--- src/hhe_pkg.sv ---
// Package with the types and constants shared by the host extractor files.
`default_nettype none

package hhe_pkg;

  // Parse phases of the request walker.
  typedef enum logic [2:0] {
    PH_METHOD  = 3'd0,
    PH_TARGET  = 3'd1,
    PH_VERSION = 3'd2,
    PH_NAME    = 3'd3,
    PH_SPACE   = 3'd4,
    PH_VALUE   = 3'd5,
    PH_BODY    = 3'd6
  } phase_e;

  // Special bytes of the request stream.
  localparam logic [7:0] CH_CR    = 8'h0D;
  localparam logic [7:0] CH_LF    = 8'h0A;
  localparam logic [7:0] CH_SP    = 8'h20;
  localparam logic [7:0] CH_COLON = 8'h3A;

  // Header name length bookkeeping.
  localparam logic [2:0] HOST_LEN  = 3'd4;
  localparam logic [2:0] COUNT_MAX = 3'd5;

  localparam logic [15:0] DEFAULT_PORT_RST = 16'd80;

  // One result beat.
  typedef struct packed {
    logic [7:0]  out_byte;
    logic        host_byte_valid;
    logic        host_end;
    logic [15:0] host_port;
    logic        request_done;
    logic        in_body;
  } hhe_result_t;

  // Characters of the header name "Host", by position.
  function automatic logic [7:0] host_char(input logic [1:0] idx);
    logic [7:0] c;
    case (idx)
      2'd0:    c = 8'h48;
      2'd1:    c = 8'h6F;
      2'd2:    c = 8'h73;
      default: c = 8'h74;
    endcase
    return c;
  endfunction

endpackage

`default_nettype wire

--- src/hhe_stream_if.sv ---
// Valid/ready channel interfaces for request bytes and result beats.
`default_nettype none

interface hhe_byte_if;
  logic       valid;
  logic       ready;
  logic [7:0] data_byte;

  modport source (output valid, output data_byte, input ready);
  modport sink   (input valid, input data_byte, output ready);
endinterface

interface hhe_result_if;
  logic        valid;
  logic        ready;
  logic [7:0]  out_byte;
  logic        host_byte_valid;
  logic        host_end;
  logic [15:0] host_port;
  logic        request_done;
  logic        in_body;

  modport source (
    output valid, output out_byte, output host_byte_valid, output host_end,
    output host_port, output request_done, output in_body, input ready
  );
  modport sink (
    input valid, input out_byte, input host_byte_valid, input host_end,
    input host_port, input request_done, input in_body, output ready
  );
endinterface

`default_nettype wire

--- src/hhe_parser.sv ---
// Request walker: parse state registers and the per-byte result logic.
`default_nettype none

module hhe_parser (
  input  wire logic               clk_i,
  input  wire logic               rst_ni,
  input  wire logic               accept_i,
  input  wire logic [7:0]         data_byte_i,
  input  wire logic [15:0]        default_port_i,
  output hhe_pkg::hhe_result_t    result_o
);
  import hhe_pkg::*;

  phase_e     phase_q, phase_d;
  logic [2:0] name_count_q, name_count_d;
  logic       name_matches_q, name_matches_d;
  logic       host_line_q, host_line_d;
  logic       pending_lf_q, pending_lf_d;

  logic is_eol;
  logic lf_absorbed;

  assign is_eol      = (data_byte_i == CH_CR) || (data_byte_i == CH_LF);
  assign lf_absorbed = pending_lf_q && (data_byte_i == CH_LF);

  // Next state of the walker for the byte on the input.
  always_comb begin
    phase_d        = phase_q;
    name_count_d   = name_count_q;
    name_matches_d = name_matches_q;
    host_line_d    = host_line_q;
    pending_lf_d   = pending_lf_q;
    case (phase_q)
      PH_METHOD: begin
        if (data_byte_i == CH_SP) phase_d = PH_TARGET;
      end
      PH_TARGET: begin
        if (data_byte_i == CH_SP) phase_d = PH_VERSION;
      end
      PH_VERSION: begin
        if (is_eol) begin
          pending_lf_d   = (data_byte_i == CH_CR);
          name_count_d   = '0;
          name_matches_d = 1'b1;
          phase_d        = PH_NAME;
        end
      end
      PH_NAME: begin
        pending_lf_d = 1'b0;
        if (lf_absorbed) begin
          // The LF of a CR LF pair is swallowed.
        end else if (data_byte_i == CH_LF) begin
          phase_d = PH_BODY;
        end else if (data_byte_i == CH_COLON) begin
          host_line_d    = name_matches_q && (name_count_q == HOST_LEN);
          name_count_d   = '0;
          name_matches_d = 1'b1;
          phase_d        = PH_SPACE;
        end else begin
          if ((name_count_q >= HOST_LEN) || (host_char(name_count_q[1:0]) != data_byte_i)) begin
            name_matches_d = 1'b0;
          end
          if (name_count_q < COUNT_MAX) name_count_d = name_count_q + 3'd1;
        end
      end
      PH_SPACE, PH_VALUE: begin
        if (!(phase_q == PH_SPACE && data_byte_i == CH_SP)) begin
          phase_d = PH_VALUE;
          if (is_eol) begin
            host_line_d    = 1'b0;
            pending_lf_d   = (data_byte_i == CH_CR);
            name_count_d   = '0;
            name_matches_d = 1'b1;
            phase_d        = PH_NAME;
          end
        end
      end
      PH_BODY: begin
        phase_d = PH_BODY;
      end
      default: begin
        phase_d = PH_BODY;
      end
    endcase
  end

  // Result flags for the byte on the input.
  always_comb begin
    result_o                 = '0;
    result_o.out_byte        = data_byte_i;
    case (phase_q)
      PH_NAME: begin
        result_o.request_done = !lf_absorbed && (data_byte_i == CH_LF);
      end
      PH_SPACE, PH_VALUE: begin
        if (!(phase_q == PH_SPACE && data_byte_i == CH_SP)) begin
          if (is_eol) begin
            result_o.host_end  = host_line_q;
            result_o.host_port = host_line_q ? default_port_i : 16'd0;
          end else begin
            result_o.host_byte_valid = host_line_q;
          end
        end
      end
      PH_METHOD, PH_TARGET, PH_VERSION: begin
        result_o.in_body = 1'b0;
      end
      default: begin
        result_o.in_body = 1'b1;
      end
    endcase
  end

  // State advances only on an accepted byte.
  always_ff @(posedge clk_i or negedge rst_ni) begin
    if (!rst_ni) begin
      phase_q        <= PH_METHOD;
      name_count_q   <= '0;
      name_matches_q <= 1'b1;
      host_line_q    <= 1'b0;
      pending_lf_q   <= 1'b0;
    end else if (accept_i) begin
      phase_q        <= phase_d;
      name_count_q   <= name_count_d;
      name_matches_q <= name_matches_d;
      host_line_q    <= host_line_d;
      pending_lf_q   <= pending_lf_d;
    end
  end

endmodule

`default_nettype wire

--- src/hhe_out_buf.sv ---
// Two-entry result buffer: output register plus a skid register.
`default_nettype none

module hhe_out_buf (
  input  wire logic               clk_i,
  input  wire logic               rst_ni,
  input  wire logic               in_valid_i,
  output      logic               in_ready_o,
  input  wire hhe_pkg::hhe_result_t in_data_i,
  output      logic               out_valid_o,
  input  wire logic               out_ready_i,
  output hhe_pkg::hhe_result_t    out_data_o
);
  import hhe_pkg::*;

  logic        main_v_q, main_v_d;
  logic        skid_v_q, skid_v_d;
  hhe_result_t main_q, main_d;
  hhe_result_t skid_q, skid_d;
  logic        push;
  logic        pop;

  assign in_ready_o  = !skid_v_q;
  assign out_valid_o = main_v_q;
  assign out_data_o  = main_q;
  assign push        = in_valid_i && !skid_v_q;
  assign pop         = main_v_q && out_ready_i;

  // Refill the output register from the skid entry first, then the input.
  always_comb begin
    main_v_d = main_v_q;
    skid_v_d = skid_v_q;
    main_d   = main_q;
    skid_d   = skid_q;
    if (!main_v_q || pop) begin
      if (skid_v_q) begin
        main_d   = skid_q;
        main_v_d = 1'b1;
        skid_v_d = 1'b0;
      end else if (push) begin
        main_d   = in_data_i;
        main_v_d = 1'b1;
      end else begin
        main_v_d = 1'b0;
      end
    end else if (push) begin
      skid_d   = in_data_i;
      skid_v_d = 1'b1;
    end
  end

  always_ff @(posedge clk_i or negedge rst_ni) begin
    if (!rst_ni) begin
      main_v_q <= 1'b0;
      skid_v_q <= 1'b0;
    end else begin
      main_v_q <= main_v_d;
      skid_v_q <= skid_v_d;
    end
  end

  // Payload registers carry no reset.
  always_ff @(posedge clk_i) begin
    main_q <= main_d;
    skid_q <= skid_d;
  end

endmodule

`default_nettype wire

--- src/http_request_host_extractor_core.sv ---
// Top level of the HTTP request host extractor.
//
// Bytes of an HTTP request enter on in_if, one per beat, and each leaves on
// out_if unchanged with flags that mark Host header value bytes, the end of
// the Host value (with the configured port), the blank line that completes
// the headers, and body bytes; after the blank line every byte is a body
// byte until reset. The block takes one byte per clock cycle unless its
// output buffer is full; each result beat is registered there, and the
// parse state update is a few byte compares and completes in the accepting
// cycle. A two-entry output buffer lets input continue for one beat while
// out_if is stalled. The user writes default_port (reset 80) through cfg_we_i
// and cfg_wdata_i only while no bytes are in flight; the block does not enforce it.
`default_nettype none

module http_request_host_extractor_core (
  input  wire logic        clk_i,
  input  wire logic        rst_ni,
  input  wire logic        cfg_we_i,
  input  wire logic [15:0] cfg_wdata_i,
  hhe_byte_if.sink         in_if,
  hhe_result_if.source     out_if
);
  import hhe_pkg::*;

  logic [15:0] default_port_q;
  logic        in_ready;
  logic        accept;
  hhe_result_t step_result;
  hhe_result_t out_data;

  assign in_if.ready = in_ready;
  assign accept      = in_if.valid && in_ready;

  // Configuration register.
  always_ff @(posedge clk_i or negedge rst_ni) begin
    if (!rst_ni) begin
      default_port_q <= DEFAULT_PORT_RST;
    end else if (cfg_we_i) begin
      default_port_q <= cfg_wdata_i;
    end
  end

  hhe_parser u_parser (
    .clk_i          (clk_i),
    .rst_ni         (rst_ni),
    .accept_i       (accept),
    .data_byte_i    (in_if.data_byte),
    .default_port_i (default_port_q),
    .result_o       (step_result)
  );

  hhe_out_buf u_out_buf (
    .clk_i       (clk_i),
    .rst_ni      (rst_ni),
    .in_valid_i  (in_if.valid),
    .in_ready_o  (in_ready),
    .in_data_i   (step_result),
    .out_valid_o (out_if.valid),
    .out_ready_i (out_if.ready),
    .out_data_o  (out_data)
  );

  // Unpack the result beat onto the channel.
  assign out_if.out_byte        = out_data.out_byte;
  assign out_if.host_byte_valid = out_data.host_byte_valid;
  assign out_if.host_end        = out_data.host_end;
  assign out_if.host_port       = out_data.host_port;
  assign out_if.request_done    = out_data.request_done;
  assign out_if.in_body         = out_data.in_body;

endmodule

`default_nettype wire
--- src/flat_wrapper.sv ---
// flat-port wrapper written by rule: the top's interface ports become plain ports
module http_request_host_extractor_core_flat import hhe_pkg::*;
  (clk_i, rst_ni, cfg_we_i, cfg_wdata_i, in_if_valid, in_if_data_byte, in_if_ready, out_if_valid, out_if_out_byte, out_if_host_byte_valid, out_if_host_end, out_if_host_port, out_if_request_done, out_if_in_body, out_if_ready);
  hhe_byte_if in_if_i ();
  hhe_result_if out_if_i ();
  input  wire logic clk_i;
  input  wire logic rst_ni;
  input  wire logic cfg_we_i;
  input  wire logic [15:0] cfg_wdata_i;
  input wire logic [$bits(in_if_i.valid)-1:0] in_if_valid;
  input wire logic [$bits(in_if_i.data_byte)-1:0] in_if_data_byte;
  output wire logic [$bits(in_if_i.ready)-1:0] in_if_ready;
  output wire logic [$bits(out_if_i.valid)-1:0] out_if_valid;
  output wire logic [$bits(out_if_i.out_byte)-1:0] out_if_out_byte;
  output wire logic [$bits(out_if_i.host_byte_valid)-1:0] out_if_host_byte_valid;
  output wire logic [$bits(out_if_i.host_end)-1:0] out_if_host_end;
  output wire logic [$bits(out_if_i.host_port)-1:0] out_if_host_port;
  output wire logic [$bits(out_if_i.request_done)-1:0] out_if_request_done;
  output wire logic [$bits(out_if_i.in_body)-1:0] out_if_in_body;
  input wire logic [$bits(out_if_i.ready)-1:0] out_if_ready;
  assign in_if_i.valid = in_if_valid;
  assign in_if_i.data_byte = in_if_data_byte;
  assign in_if_ready = in_if_i.ready;
  assign out_if_valid = out_if_i.valid;
  assign out_if_out_byte = out_if_i.out_byte;
  assign out_if_host_byte_valid = out_if_i.host_byte_valid;
  assign out_if_host_end = out_if_i.host_end;
  assign out_if_host_port = out_if_i.host_port;
  assign out_if_request_done = out_if_i.request_done;
  assign out_if_in_body = out_if_i.in_body;
  assign out_if_i.ready = out_if_ready;
  http_request_host_extractor_core u_core (.clk_i(clk_i), .rst_ni(rst_ni), .cfg_we_i(cfg_we_i), .cfg_wdata_i(cfg_wdata_i), .in_if(in_if_i), .out_if(out_if_i));
endmodule
--- config.mk ---
export PLATFORM = sky130hd
export DESIGN_NAME = http_request_host_extractor_core_flat
export DESIGN_NICKNAME = d
export VERILOG_FILES = /design/src/hhe_pkg.sv /design/src/hhe_stream_if.sv /design/src/hhe_parser.sv /design/src/hhe_out_buf.sv /design/src/http_request_host_extractor_core.sv /design/src/flat_wrapper.sv
export SDC_FILE = /design/constraint.sdc
export NUM_CORES = 1
export LEC_CHECK = 0
export BUFFER_PORTS_ARGS = -buffer_cell sky130_fd_sc_hd__buf_2
export CAP_MARGIN = 0
export CORE_MARGIN = 5
export CORE_UTILIZATION = 50
export CTS_CLUSTER_SIZE = 14
export DETAILED_ROUTE_END_ITERATION = 6
export GPL_TIMING_DRIVEN = 0
export PLACE_DENSITY = 0.78
export SLEW_MARGIN = 20
export SYNTH_ARGS = -nofsm -noshare
export SYNTH_HDL_FRONTEND = slang
export SYNTH_HIERARCHICAL = 1
export SYNTH_SLANG_ARGS = --single-unit
--- constraint.sdc ---
create_clock -name clk_i -period 2.8 [get_ports clk_i]
set_input_delay 0.28 -clock clk_i [delete_from_list [all_inputs] [get_ports clk_i]]
set_output_delay 0.28 -clock clk_i [all_outputs]
set_load 0.005 [all_outputs]
==> metrics.txt <==
delay of the slowest cell on the worst path=0.42 ns; slowest cell on the critical path=nor2b_1; Hold Crit Depth=1; Synth area leaders=edfxtp_1, dfrtp_1, mux2_2; Root Driver=clkbuf_8; Core Util, Final=61.4%; Fmax achieved=0.399 GHz; setup_tns=0 ns; die width=97.5 um; # resized after CTS=0; GRT overflow=0; die area=9500 um2; crit path kind=reg -> reg; Synth area leader=edfxtp_1; P per Cell Area=around 700 nW/um2; Tcrit/Tclk final=89.6%; Placed Area=4310 um2; final hold vios=0; Distinct cells, synth=47; max cap viols=0; fin nets=363; CP max FO=8; final clock skew=between 0.01 and 0.015 ns; area of the multi-input gates=1310 um2; R2R Setup Slk=between 0.2 and 0.3 ns; CTS Buf Count=9; crit path buf inv count=2; final instance area=4530 um2; DRT iter0 DRCs=~130; TritonCTS clock tree=built; total wire length=6950 um; worst hold path class=in -> reg; Ys Warns=6; vias in the first global route=2205; GR Util All Layers=between 10% and 20%; I/O pin cnt=59; Seq cells post-synth=between 80 and 90; Mapped Cells=256; largest net degree at the start of global routing=28; initial antenna violation count=0; share of layout cells above drive strength 1=44.6%; worst-path cell chain=buf_2 > inv_1 > ha_1 > nor4bb_1 > a31oi_1 > nor2b_1 > o21ai_1 > mux2_2; H-tree Lvls=3; RePlAce Congestion=0.839; RSZ-0062 raised after global routing=no; Post-synth ARST share=32.5%; Hold Startpoint=in_if_data_byte[4]; Yosys top cell area share=44.0%; row count=31; PortBufs=56; starting density of the core=51.9%; commonest non-fill, non-tap cell in the layout=buf_2; CP Capture Type=flip-flop; Max VDD drop=0.327 mV; WHS Endpoint=u_core/u_out_buf/skid_q[24]; Post-synth EDFFs=56; via/cell ratio=5.27; die height=around 97 um; Pleak=1.89 nW; minimum clock period=2.51 ns; max-slew violation count=0; Synth Area per Inst=14.9 um2; ant diodes=0; reg-to-reg startpoint=u_core/u_parser/phase_q[1]; Post-DRT Antenna Nets=0; Filler cells=568; core region area=~7400 um2; Synth-to-Final Area Change=18.3%; most frequent cells in the layout=buf_2, edfxtp_1, mux2_2, dfrtp_1, and2_1; Synth Flop Type=edfxtp_1; synthesized cell area=3830 um2; Skew-Pair Late Insertion Delay=0.35 ns; dpl hpwl=5030 um; drt first pass iters=5; Worst Path Required=3.04 ns; critical path data arrival time=around 2.8 ns; Final Setup Violations=0; DR WL/cell=16.1 um; Reg-to-Reg End=u_core/u_parser/name_count_q[0]; global-route wire length before repair=11200 um; Worst-Margin Slew=0.644 ns; delay-heaviest family, CP=simple AND/OR/NAND/NOR gates; clock tree buffer depth=2; Fin Hold WS=0.119 ns; register area=2360 um2; clock slew at reported path FFs=0.09 ns; CTS sink cnt=83; # DRC=0; Reg2Reg Depth=8; Max-Slew Margin vs Limit=57.0%; sequential-to-total area share from yosys stat=61.7%; element type at the critical path start=flip-flop; Vias=2271; Syn Nets=between 200 and 300; outcome=complete, no violations
-- kinds of logic (layout without fill, tap and decap cells) --
family          Yosys count  after routing  synth area share (%)
compound gates           23             23                  4.35
flops                    83             83                  61.7
simple gates             65             65                  10.3
fa+ha+maj                 7              7                  2.29
buf+inv                  23             99                  4.48
xor+xnor                  6              6                  1.37
mux                      49             49                  15.5
-- worst max-delay path by stage --
stage,start,endpoint,slack [ns],cells after the start
after floorplan,u_core/u_out_buf/out_valid_o,u_core/u_out_buf/out_data_o[0],0.57,2
after global placement,out_if_ready,u_core/u_out_buf/out_data_o[27],-0.07,3
after detailed placement,in_if_data_byte[3],u_core/u_out_buf/out_data_o[15],0.26,8
after CTS,u_core/u_parser/phase_q[1],u_core/u_parser/name_count_q[0],0.36,8
after global routing,u_core/u_parser/phase_q[1],u_core/u_parser/name_count_q[0],0.21,8
final,u_core/u_parser/phase_q[1],u_core/u_parser/name_count_q[0],0.29,8
-- state kept, by name (all words and copies together), names as in the netlist --
| signal | count |
|---|---|
| u_core/u_out_buf/out_data_o | 28 |
| u_core/u_out_buf/skid_q | 28 |
| u_core/default_port_q | 16 |
| u_core/u_parser/name_count_q | 3 |
| u_core/u_parser/phase_q | 3 |
| u_core/u_out_buf/out_valid_o | 1 |
| u_core/u_out_buf/skid_v_q | 1 |
| u_core/u_parser/host_line_q | 1 |
| u_core/u_parser/name_matches_q | 1 |
| u_core/u_parser/pending_lf_q | 1 |
-- layout make-up --
cell class	instances	share of cell area (%)
Sequential cell	83	52.2
Multi-Input combinational cell	150	29.0
Timing Repair Buffer	60	7.69
Buffer	16	3.21
Clock buffer	9	2.74
Tap cell	99	2.74
Clock inverter	7	1.88
Inverter	7	0.581
-- where the power goes --
group / switching, mW / total (mW) / internal (mW)
Clock: 0.457 / 0.885 / 0.429
Sequential: 0.0863 / 1.53 / 1.45
Combinational: 0.344 / 0.667 / 0.322
Total: 0.887 / 3.09 / 2.20
-- cells in the mapped netlist (3+ instances only) --
cell type,instances
ha_1,7
edfxtp_1,56
mux2_2,35
and2_1,18
nand3_1,4
dfrtp_1,24
nand2_1,8
dfstp_2,3
nor2_1,12
mux2_4,12
xnor2_1,5
nor2b_1,3
buf_6,5
buf_4,8
a31oi_1,5
inv_1,7
o21ai_0,4
-- layer usage --
layer | part of all wire, % | up-vias | global-route usage (%) | wire length (um)
li1 | - | 1088 | - | -
met3 | 6.4 | 8 | 4.02 | 446
met1 | 43 | 1089 | 19.9 | 2980
met2 | 50 | 86 | 23.6 | 3450
met4 | 1.1 | 0 | 5.43 | 77
met5 | 0 | - | 0 | 0
-- metrics by stage --
stage / cells / worst slack (ns) / total power, mW
finish: 431 / 0.292 / 3.09
detailed placement: 414 / 0.258 / 2.22
CTS: 431 / 0.358 / 3.11
global route: 431 / 0.212 / 3.25
global placement: 411 / -0.0708 / 2.18
floorplan: 256 / 0.569 / 2.01
-- repair_timing --
item,CTS,global route
endpoints found under the hold margin,24,0
hold buffers,1,0
setup buffers,0,0
(Power assumes the default switching activity.)
